**src/sv/ple_pkg.sv**
```systemverilog
`timescale 1ns / 1ps

package ple_pkg;

   localparam int VALUE_W  = 32;
   localparam int POS_W    = 7;
   localparam int FOUND_W  = 6;
   localparam int LENGTH_W = 7;
   localparam int OP_W     = 2;
   localparam int STATUS_W = 2;

   typedef enum logic [OP_W-1:0] {
      OP_INSERT   = 2'd0,
      OP_REMOVE   = 2'd1,
      OP_FIND     = 2'd2,
      OP_RETRIEVE = 2'd3
   } ple_op_type;

   typedef enum logic [STATUS_W-1:0] {
      ST_DONE    = 2'd0,
      ST_MISSING = 2'd1,
      ST_FULL    = 2'd2
   } ple_status_type;

   typedef enum logic [3:0] {
      PS_IDLE,
      PS_MOVE,
      PS_DRAIN,
      PS_PUT,
      PS_FIND,
      PS_FIND_TAIL,
      PS_READ,
      PS_READ_WAIT,
      PS_RESP
   } ple_state_type;

endpackage

```
**src/sv/ple_req_if.sv**
```systemverilog
`timescale 1ns / 1ps

interface ple_req_if;
   logic                               valid;
   logic                               ready;
   logic [ple_pkg::OP_W-1:0]           req_type;
   logic [ple_pkg::POS_W-1:0]          position;
   logic signed [ple_pkg::VALUE_W-1:0] value;

   modport source (output valid, output req_type, output position, output value,
                   input ready);
   modport sink (input valid, input req_type, input position, input value,
                 output ready);
endinterface

```
**src/sv/ple_rsp_if.sv**
```systemverilog
`timescale 1ns / 1ps

interface ple_rsp_if;
   logic                               valid;
   logic                               ready;
   logic [ple_pkg::STATUS_W-1:0]       status;
   logic [ple_pkg::FOUND_W-1:0]        found_position;
   logic signed [ple_pkg::VALUE_W-1:0] read_value;
   logic [ple_pkg::LENGTH_W-1:0]       length;

   modport source (output valid, output status, output found_position,
                   output read_value, output length, input ready);
   modport sink (input valid, input status, input found_position,
                 input read_value, input length, output ready);
endinterface

```
**src/sv/ple_ram.sv**
```systemverilog
`timescale 1ns / 1ps

module ple_ram #(
   parameter int WIDTH = 32,
   parameter int DEPTH = 64
) (
   input  logic                     clock,
   input  logic                     wr_en,
   input  logic [$clog2(DEPTH)-1:0] wr_addr,
   input  logic [WIDTH-1:0]         wr_data,
   input  logic [$clog2(DEPTH)-1:0] rd_addr,
   output logic [WIDTH-1:0]         rd_data
);

   logic [WIDTH-1:0] mem_ff [DEPTH];
   logic [WIDTH-1:0] rd_data_ff;

   always_ff @(posedge clock) begin
      if (wr_en) begin
         mem_ff[wr_addr] <= wr_data;
      end
      rd_data_ff <= mem_ff[rd_addr];
   end

   assign rd_data = rd_data_ff;

endmodule

```
**src/sv/positional_list_engine.sv**
```systemverilog
`timescale 1ns / 1ps

// Ordered list of up to CAPACITY signed 32-bit values held in a single RAM with one write
// and one registered read port. One request is handled at a time and each gives one
// response; the request channel is not ready from acceptance until the response transfer.
// Entries move or are scanned one per cycle through that RAM port; a find stops at the
// first match, and a rejected request goes straight to the response. No clearing pass
// is needed after reset.
module positional_list_engine #(
   parameter int CAPACITY = 64
) (
   input logic      clock,
   input logic      reset,
   ple_req_if.sink  req_chan,
   ple_rsp_if.source rsp_chan
);

   localparam int AW = $clog2(CAPACITY);
   localparam int CW = $clog2(CAPACITY + 1);
   localparam int XW = (CW > ple_pkg::POS_W) ? CW : ple_pkg::POS_W;

   ple_pkg::ple_state_type  state_ff, state_in;
   ple_pkg::ple_op_type     op_ff, op_in;
   ple_pkg::ple_status_type status_ff, status_in;

   logic [CW-1:0]                count_ff, count_in;
   logic [AW-1:0]                pos_a_ff, pos_a_in;
   logic [AW-1:0]                ptr_ff, ptr_in;
   logic [AW-1:0]                last_ff, last_in;
   logic                         have_ff, have_in;
   logic                         chk_ff, chk_in;
   logic [ple_pkg::VALUE_W-1:0]  val_ff, val_in;
   logic [AW-1:0]                found_ff, found_in;
   logic [ple_pkg::VALUE_W-1:0]  rdval_ff, rdval_in;

   logic                         req_fire;
   logic [XW-1:0]                pos_x;
   logic [XW-1:0]                cnt_x;
   logic                         pos_gt_cnt;
   logic                         pos_ge_cnt;
   logic                         list_full;
   logic [AW-1:0]                cnt_m1;
   logic                         hit;

   logic                         ram_we;
   logic [AW-1:0]                ram_waddr;
   logic [ple_pkg::VALUE_W-1:0]  ram_wdata;
   logic [ple_pkg::VALUE_W-1:0]  ram_rdata;

   ple_ram #(
      .WIDTH (ple_pkg::VALUE_W),
      .DEPTH (CAPACITY)
   ) u_ram (
      .clock   (clock),
      .wr_en   (ram_we),
      .wr_addr (ram_waddr),
      .wr_data (ram_wdata),
      .rd_addr (ptr_ff),
      .rd_data (ram_rdata)
   );

   assign req_fire   = req_chan.valid && req_chan.ready;
   assign pos_x      = XW'(req_chan.position);
   assign cnt_x      = XW'(count_ff);
   assign pos_gt_cnt = pos_x > cnt_x;
   assign pos_ge_cnt = pos_x >= cnt_x;
   assign list_full  = count_ff == CW'(CAPACITY);
   assign cnt_m1     = AW'(count_ff - CW'(1));
   assign hit        = ram_rdata == val_ff;

   // Next state.
   always_comb begin
      state_in = state_ff;
      case (state_ff)
         ple_pkg::PS_IDLE: begin
            if (req_fire) begin
               case (ple_pkg::ple_op_type'(req_chan.req_type))
                  ple_pkg::OP_INSERT: begin
                     if (pos_gt_cnt || list_full) begin
                        state_in = ple_pkg::PS_RESP;
                     end else if (pos_x == cnt_x) begin
                        state_in = ple_pkg::PS_PUT;
                     end else begin
                        state_in = ple_pkg::PS_MOVE;
                     end
                  end
                  ple_pkg::OP_REMOVE: begin
                     if (pos_ge_cnt) begin
                        state_in = ple_pkg::PS_RESP;
                     end else if (pos_x[AW-1:0] == cnt_m1) begin
                        // Removing the tail entry moves nothing.
                        state_in = ple_pkg::PS_DRAIN;
                     end else begin
                        state_in = ple_pkg::PS_MOVE;
                     end
                  end
                  ple_pkg::OP_FIND: begin
                     if (count_ff == '0) begin
                        state_in = ple_pkg::PS_RESP;
                     end else begin
                        state_in = ple_pkg::PS_FIND;
                     end
                  end
                  default: begin
                     if (pos_ge_cnt) begin
                        state_in = ple_pkg::PS_RESP;
                     end else begin
                        state_in = ple_pkg::PS_READ;
                     end
                  end
               endcase
            end
         end
         ple_pkg::PS_MOVE: begin
            if ((op_ff == ple_pkg::OP_INSERT && ptr_ff == pos_a_ff) ||
                (op_ff != ple_pkg::OP_INSERT && ptr_ff == cnt_m1)) begin
               state_in = ple_pkg::PS_DRAIN;
            end
         end
         ple_pkg::PS_DRAIN: begin
            if (op_ff == ple_pkg::OP_INSERT) begin
               state_in = ple_pkg::PS_PUT;
            end else begin
               state_in = ple_pkg::PS_RESP;
            end
         end
         ple_pkg::PS_PUT:       state_in = ple_pkg::PS_RESP;
         ple_pkg::PS_FIND: begin
            if (chk_ff && hit) begin
               state_in = ple_pkg::PS_RESP;
            end else if (ptr_ff == cnt_m1) begin
               state_in = ple_pkg::PS_FIND_TAIL;
            end
         end
         ple_pkg::PS_FIND_TAIL: state_in = ple_pkg::PS_RESP;
         ple_pkg::PS_READ:      state_in = ple_pkg::PS_READ_WAIT;
         ple_pkg::PS_READ_WAIT: state_in = ple_pkg::PS_RESP;
         ple_pkg::PS_RESP: begin
            if (rsp_chan.ready) begin
               state_in = ple_pkg::PS_IDLE;
            end
         end
         default:               state_in = ple_pkg::PS_IDLE;
      endcase
   end

   // Datapath controls and register updates.
   always_comb begin
      op_in     = op_ff;
      pos_a_in  = pos_a_ff;
      val_in    = val_ff;
      status_in = status_ff;
      found_in  = found_ff;
      rdval_in  = rdval_ff;
      count_in  = count_ff;
      ptr_in    = ptr_ff;
      last_in   = last_ff;
      have_in   = 1'b0;
      chk_in    = 1'b0;
      ram_we    = have_ff;
      ram_wdata = ram_rdata;
      if (op_ff == ple_pkg::OP_INSERT) begin
         ram_waddr = last_ff + AW'(1);
      end else begin
         ram_waddr = last_ff - AW'(1);
      end

      case (state_ff)
         ple_pkg::PS_IDLE: begin
            if (req_fire) begin
               op_in     = ple_pkg::ple_op_type'(req_chan.req_type);
               pos_a_in  = pos_x[AW-1:0];
               val_in    = req_chan.value;
               found_in  = '0;
               rdval_in  = '0;
               status_in = ple_pkg::ST_DONE;
               case (ple_pkg::ple_op_type'(req_chan.req_type))
                  ple_pkg::OP_INSERT: begin
                     ptr_in = cnt_m1;
                     if (pos_gt_cnt) begin
                        status_in = ple_pkg::ST_MISSING;
                     end else if (list_full) begin
                        status_in = ple_pkg::ST_FULL;
                     end
                  end
                  ple_pkg::OP_REMOVE: begin
                     ptr_in = pos_x[AW-1:0] + AW'(1);
                     if (pos_ge_cnt) begin
                        status_in = ple_pkg::ST_MISSING;
                     end
                  end
                  ple_pkg::OP_FIND: begin
                     ptr_in    = '0;
                     status_in = ple_pkg::ST_MISSING;
                  end
                  default: begin
                     ptr_in = pos_x[AW-1:0];
                     if (pos_ge_cnt) begin
                        status_in = ple_pkg::ST_MISSING;
                     end
                  end
               endcase
            end
         end
         ple_pkg::PS_MOVE: begin
            // Read one entry while the previous read is written one place over.
            have_in = 1'b1;
            last_in = ptr_ff;
            if (op_ff == ple_pkg::OP_INSERT) begin
               ptr_in = ptr_ff - AW'(1);
            end else begin
               ptr_in = ptr_ff + AW'(1);
            end
         end
         ple_pkg::PS_DRAIN: begin
            if (op_ff != ple_pkg::OP_INSERT) begin
               count_in = count_ff - CW'(1);
            end
         end
         ple_pkg::PS_PUT: begin
            ram_we    = 1'b1;
            ram_waddr = pos_a_ff;
            ram_wdata = val_ff;
            count_in  = count_ff + CW'(1);
         end
         ple_pkg::PS_FIND: begin
            chk_in  = 1'b1;
            last_in = ptr_ff;
            ptr_in  = ptr_ff + AW'(1);
            if (chk_ff && hit) begin
               status_in = ple_pkg::ST_DONE;
               found_in  = last_ff;
            end
         end
         ple_pkg::PS_FIND_TAIL: begin
            if (hit) begin
               status_in = ple_pkg::ST_DONE;
               found_in  = last_ff;
            end
         end
         ple_pkg::PS_READ_WAIT: begin
            rdval_in = ram_rdata;
         end
         default: begin
         end
      endcase
   end

   always_ff @(posedge clock) begin
      if (reset) begin
         state_ff <= ple_pkg::PS_IDLE;
         count_ff <= '0;
         have_ff  <= 1'b0;
         chk_ff   <= 1'b0;
      end else begin
         state_ff <= state_in;
         count_ff <= count_in;
         have_ff  <= have_in;
         chk_ff   <= chk_in;
      end
   end

   always_ff @(posedge clock) begin
      op_ff     <= op_in;
      pos_a_ff  <= pos_a_in;
      val_ff    <= val_in;
      status_ff <= status_in;
      found_ff  <= found_in;
      rdval_ff  <= rdval_in;
      ptr_ff    <= ptr_in;
      last_ff   <= last_in;
   end

   assign req_chan.ready          = state_ff == ple_pkg::PS_IDLE;
   assign rsp_chan.valid          = state_ff == ple_pkg::PS_RESP;
   assign rsp_chan.status         = status_ff;
   assign rsp_chan.found_position = ple_pkg::FOUND_W'(found_ff);
   assign rsp_chan.read_value     = rdval_ff;
   assign rsp_chan.length         = ple_pkg::LENGTH_W'(count_ff);

   a_count_bound: assert property (@(posedge clock) disable iff (reset)
      count_ff <= CW'(CAPACITY))
      else $error("entry count exceeds capacity");

   a_write_window: assert property (@(posedge clock) disable iff (reset)
      ram_we |-> (state_ff == ple_pkg::PS_MOVE || state_ff == ple_pkg::PS_DRAIN ||
                  state_ff == ple_pkg::PS_PUT))
      else $error("list store written outside a shift or insert step");

   a_count_change: assert property (@(posedge clock) disable iff (reset)
      (!$past(reset) && count_ff != $past(count_ff)) |->
         ($past(state_ff) == ple_pkg::PS_PUT || $past(state_ff) == ple_pkg::PS_DRAIN))
      else $error("entry count changed outside the final step of insert or remove");

   a_full_length: assert property (@(posedge clock) disable iff (reset)
      (rsp_chan.valid && status_ff == ple_pkg::ST_FULL) |-> list_full)
      else $error("full status reported while the list has room");

endmodule

```
**src/flat_wrapper.sv**
```systemverilog
// flat-port wrapper written by rule: the top's interface ports become plain ports
module positional_list_engine_flat 
#(
   parameter int CAPACITY = 64
)
  (clock, reset, req_chan_valid, req_chan_req_type, req_chan_position, req_chan_value, req_chan_ready, rsp_chan_valid, rsp_chan_status, rsp_chan_found_position, rsp_chan_read_value, rsp_chan_length, rsp_chan_ready);
  ple_req_if req_chan_i ();
  ple_rsp_if rsp_chan_i ();
  input logic clock;
  input logic reset;
  input wire logic [$bits(req_chan_i.valid)-1:0] req_chan_valid;
  input wire logic [$bits(req_chan_i.req_type)-1:0] req_chan_req_type;
  input wire logic [$bits(req_chan_i.position)-1:0] req_chan_position;
  input wire logic [$bits(req_chan_i.value)-1:0] req_chan_value;
  output wire logic [$bits(req_chan_i.ready)-1:0] req_chan_ready;
  output wire logic [$bits(rsp_chan_i.valid)-1:0] rsp_chan_valid;
  output wire logic [$bits(rsp_chan_i.status)-1:0] rsp_chan_status;
  output wire logic [$bits(rsp_chan_i.found_position)-1:0] rsp_chan_found_position;
  output wire logic [$bits(rsp_chan_i.read_value)-1:0] rsp_chan_read_value;
  output wire logic [$bits(rsp_chan_i.length)-1:0] rsp_chan_length;
  input wire logic [$bits(rsp_chan_i.ready)-1:0] rsp_chan_ready;
  assign req_chan_i.valid = req_chan_valid;
  assign req_chan_i.req_type = req_chan_req_type;
  assign req_chan_i.position = req_chan_position;
  assign req_chan_i.value = req_chan_value;
  assign req_chan_ready = req_chan_i.ready;
  assign rsp_chan_valid = rsp_chan_i.valid;
  assign rsp_chan_status = rsp_chan_i.status;
  assign rsp_chan_found_position = rsp_chan_i.found_position;
  assign rsp_chan_read_value = rsp_chan_i.read_value;
  assign rsp_chan_length = rsp_chan_i.length;
  assign rsp_chan_i.ready = rsp_chan_ready;
  positional_list_engine #(.CAPACITY(CAPACITY)) u_core (.clock(clock), .reset(reset), .req_chan(req_chan_i), .rsp_chan(rsp_chan_i));
endmodule
```
**config.mk**
```make
export PLATFORM = sky130hd
export DESIGN_NAME = positional_list_engine_flat
export DESIGN_NICKNAME = d
export VERILOG_FILES = /design/src/sv/ple_pkg.sv /design/src/sv/ple_req_if.sv /design/src/sv/ple_rsp_if.sv /design/src/sv/ple_ram.sv /design/src/sv/positional_list_engine.sv /design/src/flat_wrapper.sv
export SDC_FILE = /design/constraint.sdc
export NUM_CORES = 2
export LEC_CHECK = 0
export BUFFER_PORTS_ARGS = -buffer_cell sky130_fd_sc_hd__buf_2
export CORE_MARGIN = 1
export CORE_UTILIZATION = 35
export CTS_CLUSTER_DIAMETER = 150
export DETAILED_ROUTE_END_ITERATION = 10
export GPL_ROUTABILITY_DRIVEN = 0
export HOLD_SLACK_MARGIN = 0.15
export SLEW_MARGIN = 20
export SYNTH_ARGS = -nofsm -noshare
export SYNTH_HDL_FRONTEND = slang
export SYNTH_SLANG_ARGS = --single-unit
export TNS_END_PERCENT = 30
```
**constraint.sdc**
```tcl
create_clock -name clock -period 5.3 [get_ports clock]
set_input_delay 0 -clock clock [delete_from_list [all_inputs] [get_ports clock]]
set_output_delay 0 -clock clock [all_outputs]
set_load 0.05 [all_outputs]
```
==> tab_implementation.tex <==
\begin{tabular}{lr}
\hline
Metric & Value \\
\hline
\multicolumn{2}{l}{\textbf{Die}} \\
\quad Initial core utilization & 35.2\% \\
\quad Die Area & 247,000 µm² \\
\quad Ports & 94 \\
\quad Die outline height & 497 µm \\
\quad FP Rows & 181 \\
\quad Floorplan Core Area & 243,000 µm² \\
\quad Die width & 497 µm \\
\multicolumn{2}{l}{\textbf{Global routing}} \\
\quad Wire length of the first global-routing pass & 334,000 µm \\
\quad Total routing resource utilization after global routing & 18.9\% \\
\quad Number of global-route vias before repair & 45,000 \\
\quad Largest net degree at the start of global routing & 134 \\
\quad Overflow left after global routing & 0 \\
\quad Initial antenna violation count & 11 \\
\multicolumn{2}{l}{\textbf{Drt}} \\
\quad Final antenna-violating net count & 0 \\
\quad Vias & 46,000 \\
\quad Top routing layer used & met5 \\
\quad Drt drc & 0 \\
\quad Per-cell routed wire length & 28.3 µm \\
\quad Violation count after the first detailed-route iteration & 6,095 \\
\quad Wire length reported by the detailed router & 236,000 µm \\
\quad Total length of routed met3 wires & 20,800 µm \\
\quad Via-to-Cell Ratio & 5.53 \\
\quad Routed met2 length & 106,000 µm \\
\quad Length of the first detailed-routing pass in iterations & 6 \\
\quad Wire length on met1 & 101,000 µm \\
\multicolumn{2}{l}{\textbf{CTS}} \\
\quad Maximum level of the CTS H-tree & 4 \\
\quad Total clock buffers created by CTS & 216 \\
\quad Clock root cell & clkbuf\_16 \\
\quad Worst-skew pair later-pin latency & 0.86 ns \\
\quad Post-CTS Setup Inserts & 0 \\
\quad Sinks on the clock net & 2,185 \\
\quad Clock tree from TritonCTS & built \\
\quad Number of gates resized after CTS & 0 \\
\quad Bufs on Longest Clock Path & 3 \\
\quad Clock-pin slew on the worst setup and hold paths & 0.06 ns \\
\multicolumn{2}{l}{\textbf{Power}} \\
\quad Cell Pwr Density & 582 nW/µm² \\
\quad Worst ir drop on vdd & 0.000686 V \\
\quad Pleak & 31.8 nW \\
\multicolumn{2}{l}{\textbf{Synthesis}} \\
\quad Async SR Flop Fraction & 0\% \\
\quad Mean post-synth cell area & 18.6 µm² \\
\quad Gate count after technology mapping & 4,602 \\
\quad Proportion of synthesized chip area in sequential cells & 76.1\% \\
\quad Number of distinct library cell variants in the gate-level netlist after synthesis & 63 \\
\quad Post-synthesis net count & 4,664 \\
\quad EDFF count, synth & 2,140 \\
\quad Number of synthesized register bits & 2,185 \\
\quad Most frequently used flop master after synthesis & edfxtp\_1 \\
\quad Netlist Area Pre-Place & 85,700 µm² \\
\quad Number of synthesis warnings & 0 \\
\multicolumn{2}{l}{\textbf{Critical path}} \\
\quad Setup Crit Path Kind & flop to flop \\
\quad Max Fanout on Critical Path & 17 \\
\quad Worst EP arrival & 4.62 ns \\
\quad Critical path capture point type & flop \\
\quad CP endpoint & u\_core.u\_ram.mem\_ff[4][16] \\
\quad Data required time at the worst endpoint & 5.84 ns \\
\quad Depth of the worst register-to-register path & 10 \\
\quad Crit path from & u\_core.op\_ff[1] \\
\quad Kind of launch point of the worst setup path & flop \\
\quad Worst-path cell with the longest stage delay & nor2\_4 \\
\quad Crit Reg-Reg Startpoint & u\_core.op\_ff[1] \\
\quad Cells traversed along the worst timing path & or2\_2 -> inv\_2 -> fa\_1 -> nor2b\_1 -> nor3\_1 -> a21oi\_1 -> nor2\_1 -> nand2\_1 -> nor2\_4 -> buf\_12 \\
\quad Register-to-register path setup slack & 1.22 ns \\
\quad Worst reg2reg path endpoint & u\_core.u\_ram.mem\_ff[4][16] \\
\quad Highest cell delay on the worst timing path & 1.01 ns \\
\multicolumn{2}{l}{\textbf{STA}} \\
\quad Transition at the pin with the smallest max-transition slack & 1.16 ns \\
\quad RSZ-0062 raised after global routing & no \\
\quad Fin Hold WS & 0.229 ns \\
\quad Worst setup slack after layout & 1.22 ns \\
\quad Number of hold violations in the final report & 0 \\
\quad Max transition margin & 22.2\% \\
\quad Tmin final & 4.08 ns \\
\quad Clock skew & 0.0278 ns \\
\quad Max Fclk & 0.245 GHz \\
\quad Final setup violation count & 0 \\
\quad Fin. max-slew vios & 0 \\
\quad Final worst path period share & 77.0\% \\
\quad Final-layout setup total negative slack & 0 ns \\
\multicolumn{2}{l}{\textbf{Cells and area}} \\
\quad Leading cell types in the layout, fill and taps excluded & edfxtp\_1 (2,140), mux2i\_1 (396), a21oi\_1 (312), mux4\_2 (262), clkbuf\_16 (218) \\
\quad Commonest non-fill, non-tap cell in the layout & edfxtp\_1 \\
\quad Synth-to-Final Area Change & 15.8\% \\
\quad Count of nets after finishing & 5,006 \\
\quad Number of non-filler instances in the completed layout & 8,331 \\
\quad Fraction of layout cells with a size suffix above 1 & 21.3\% \\
\multicolumn{2}{l}{\textbf{Place}} \\
\quad Half-perimeter wire length after detailed placement & 134,000 µm \\
\quad Count of input and output buffers & 93 \\
\quad Number of cells after detailed placement & 7,838 \\
\quad Placement Setup Slack & 1.27 ns \\
\multicolumn{2}{l}{\textbf{Worst hold path}} \\
\quad Worst Hold Class & input pin to flop \\
\quad Startpoint of the most critical hold path & req\_chan\_valid \\
\multicolumn{2}{l}{\textbf{Outcome}} \\
\quad Outcome & finished clean \\
\multicolumn{2}{l}{\textbf{Flow run}} \\
\quad Reported max-cap violation count & 0 \\
\hline
\end{tabular}
-- cells by family after synthesis --
kind of cell	share of synthesized area [%]
simple gates	2.58
mux	12.9
xor+xnor	0.748
fa+ha+maj	0.257
flops	76.1
compound gates	5.65
buf+inv	1.76
-- through the flow --
| stage | cell area, µm² | util, % | power (W) |
|---|---|---|---|
| after floorplan | 85700 | - | 0.0344 |
| after global placement | 91300 | 37.5 | 0.0424 |
| after detailed placement | 91300 | 37.5 | 0.0426 |
| after CTS | 99200 | 40.8 | 0.0577 |
| after global routing | 99200 | 40.8 | 0.0595 |
| final | 99200 | 40.8 | 0.0577 |
-- metal layers --
metal | vias to the layer above | GRT usage, %
li1 | 19400 | -
met1 | 24100 | 27.2
met2 | 2124 | 28.7
met3 | 336 | 3.44
met4 | 4 | 6.83
met5 | - | 0
-- sequential cells by signal (all words and copies together) (netlist names) --
| register | flops |
|---|---|
| u_core.chk_ff | 1 |
| u_core.have_ff | 1 |
| u_core.last_ff | 6 |
| u_core.op_ff | 2 |
| u_core.pos_a_ff | 6 |
| u_core.ptr_ff | 6 |
| u_core.rsp_chan.found_position | 6 |
| u_core.rsp_chan.length | 7 |
| u_core.rsp_chan.read_value | 32 |
| u_core.rsp_chan.status | 2 |
| u_core.state_ff | 4 |
| u_core.u_ram.mem_ff | 2048 |
| u_core.u_ram.rd_data | 32 |
| u_core.val_ff | 32 |
-- power by group --
group / leakage, nW / switching, W / internal [W]
clock: 3.41 / 0.00649 / 0.00863
combinational: 8.75 / 0.0140 / 0.00601
sequential: 19.7 / 0.000513 / 0.0221
-- synthesized netlist by cell type (12+ instances only) --
library cell | count | area (µm²)
buf_2 | 44 | 220
a211oi_1 | 52 | 390
nand4_1 | 12 | 75.1
nand3_1 | 16 | 80.1
inv_1 | 22 | 82.6
edfxtp_1 | 2140 | 64300
mux4_2 | 262 | 5900
buf_4 | 34 | 255
and2_1 | 40 | 250
nor3_1 | 73 | 365
nor2_1 | 168 | 631
o21ai_0 | 123 | 616
xnor2_1 | 53 | 464
mux2_2 | 108 | 1220
dfxtp_1 | 45 | 901
mux2i_1 | 396 | 3960
o221ai_1 | 126 | 1100
buf_6 | 35 | 394
nand2_1 | 146 | 548
ha_1 | 16 | 200
clkbuf_1 | 121 | 454
buf_1 | 25 | 93.8
o22ai_1 | 127 | 795
a21oi_1 | 312 | 1560
xor2_1 | 12 | 105
-- timing repair --
action                                  4_1_cts  5_1_grt
hold endpoints to repair                    107        0
endpoints found under the setup margin        0        0
hold buffers                                 90        0
-- worst max-delay path: cells and delay by family (launching register included) --
family | cells | cell delay (ns)
AO/OA/AOI/OAI | 1 | 0.11
adder cells (fa/ha/maj) | 1 | 0.25
buffers and inverters | 2 | 0.54
flip-flops | 1 | 0.37
AND/OR/NAND/NOR | 6 | 2.47
-- layout make-up --
cell class,count,area [µm²]
Sequential cell,2185,65200
Inverter,25,95.1
Multi-Input combinational cell,2133,19700
Tap cell,3202,4010
Antenna cell,3,7.51
Fill cell,21500,144000
Clock inverter,131,1290
Clock buffer,269,5690
Timing Repair Buffer,383,3240
-- worst min-delay path by stage --
stage | cells after the start | endpoint | slack (ns)
after global routing | 5 | u_core.state_ff[2] | 0.26
after detailed placement | 1 | u_core.val_ff[4] | 0.18
after CTS | 5 | u_core.state_ff[2] | 0.15
final | 5 | u_core.state_ff[2] | 0.23
after global placement | 1 | u_core.val_ff[4] | 0.18
after floorplan | 0 | u_core.op_ff[0] | 0.1
Power figures use the tool's default switching activity.
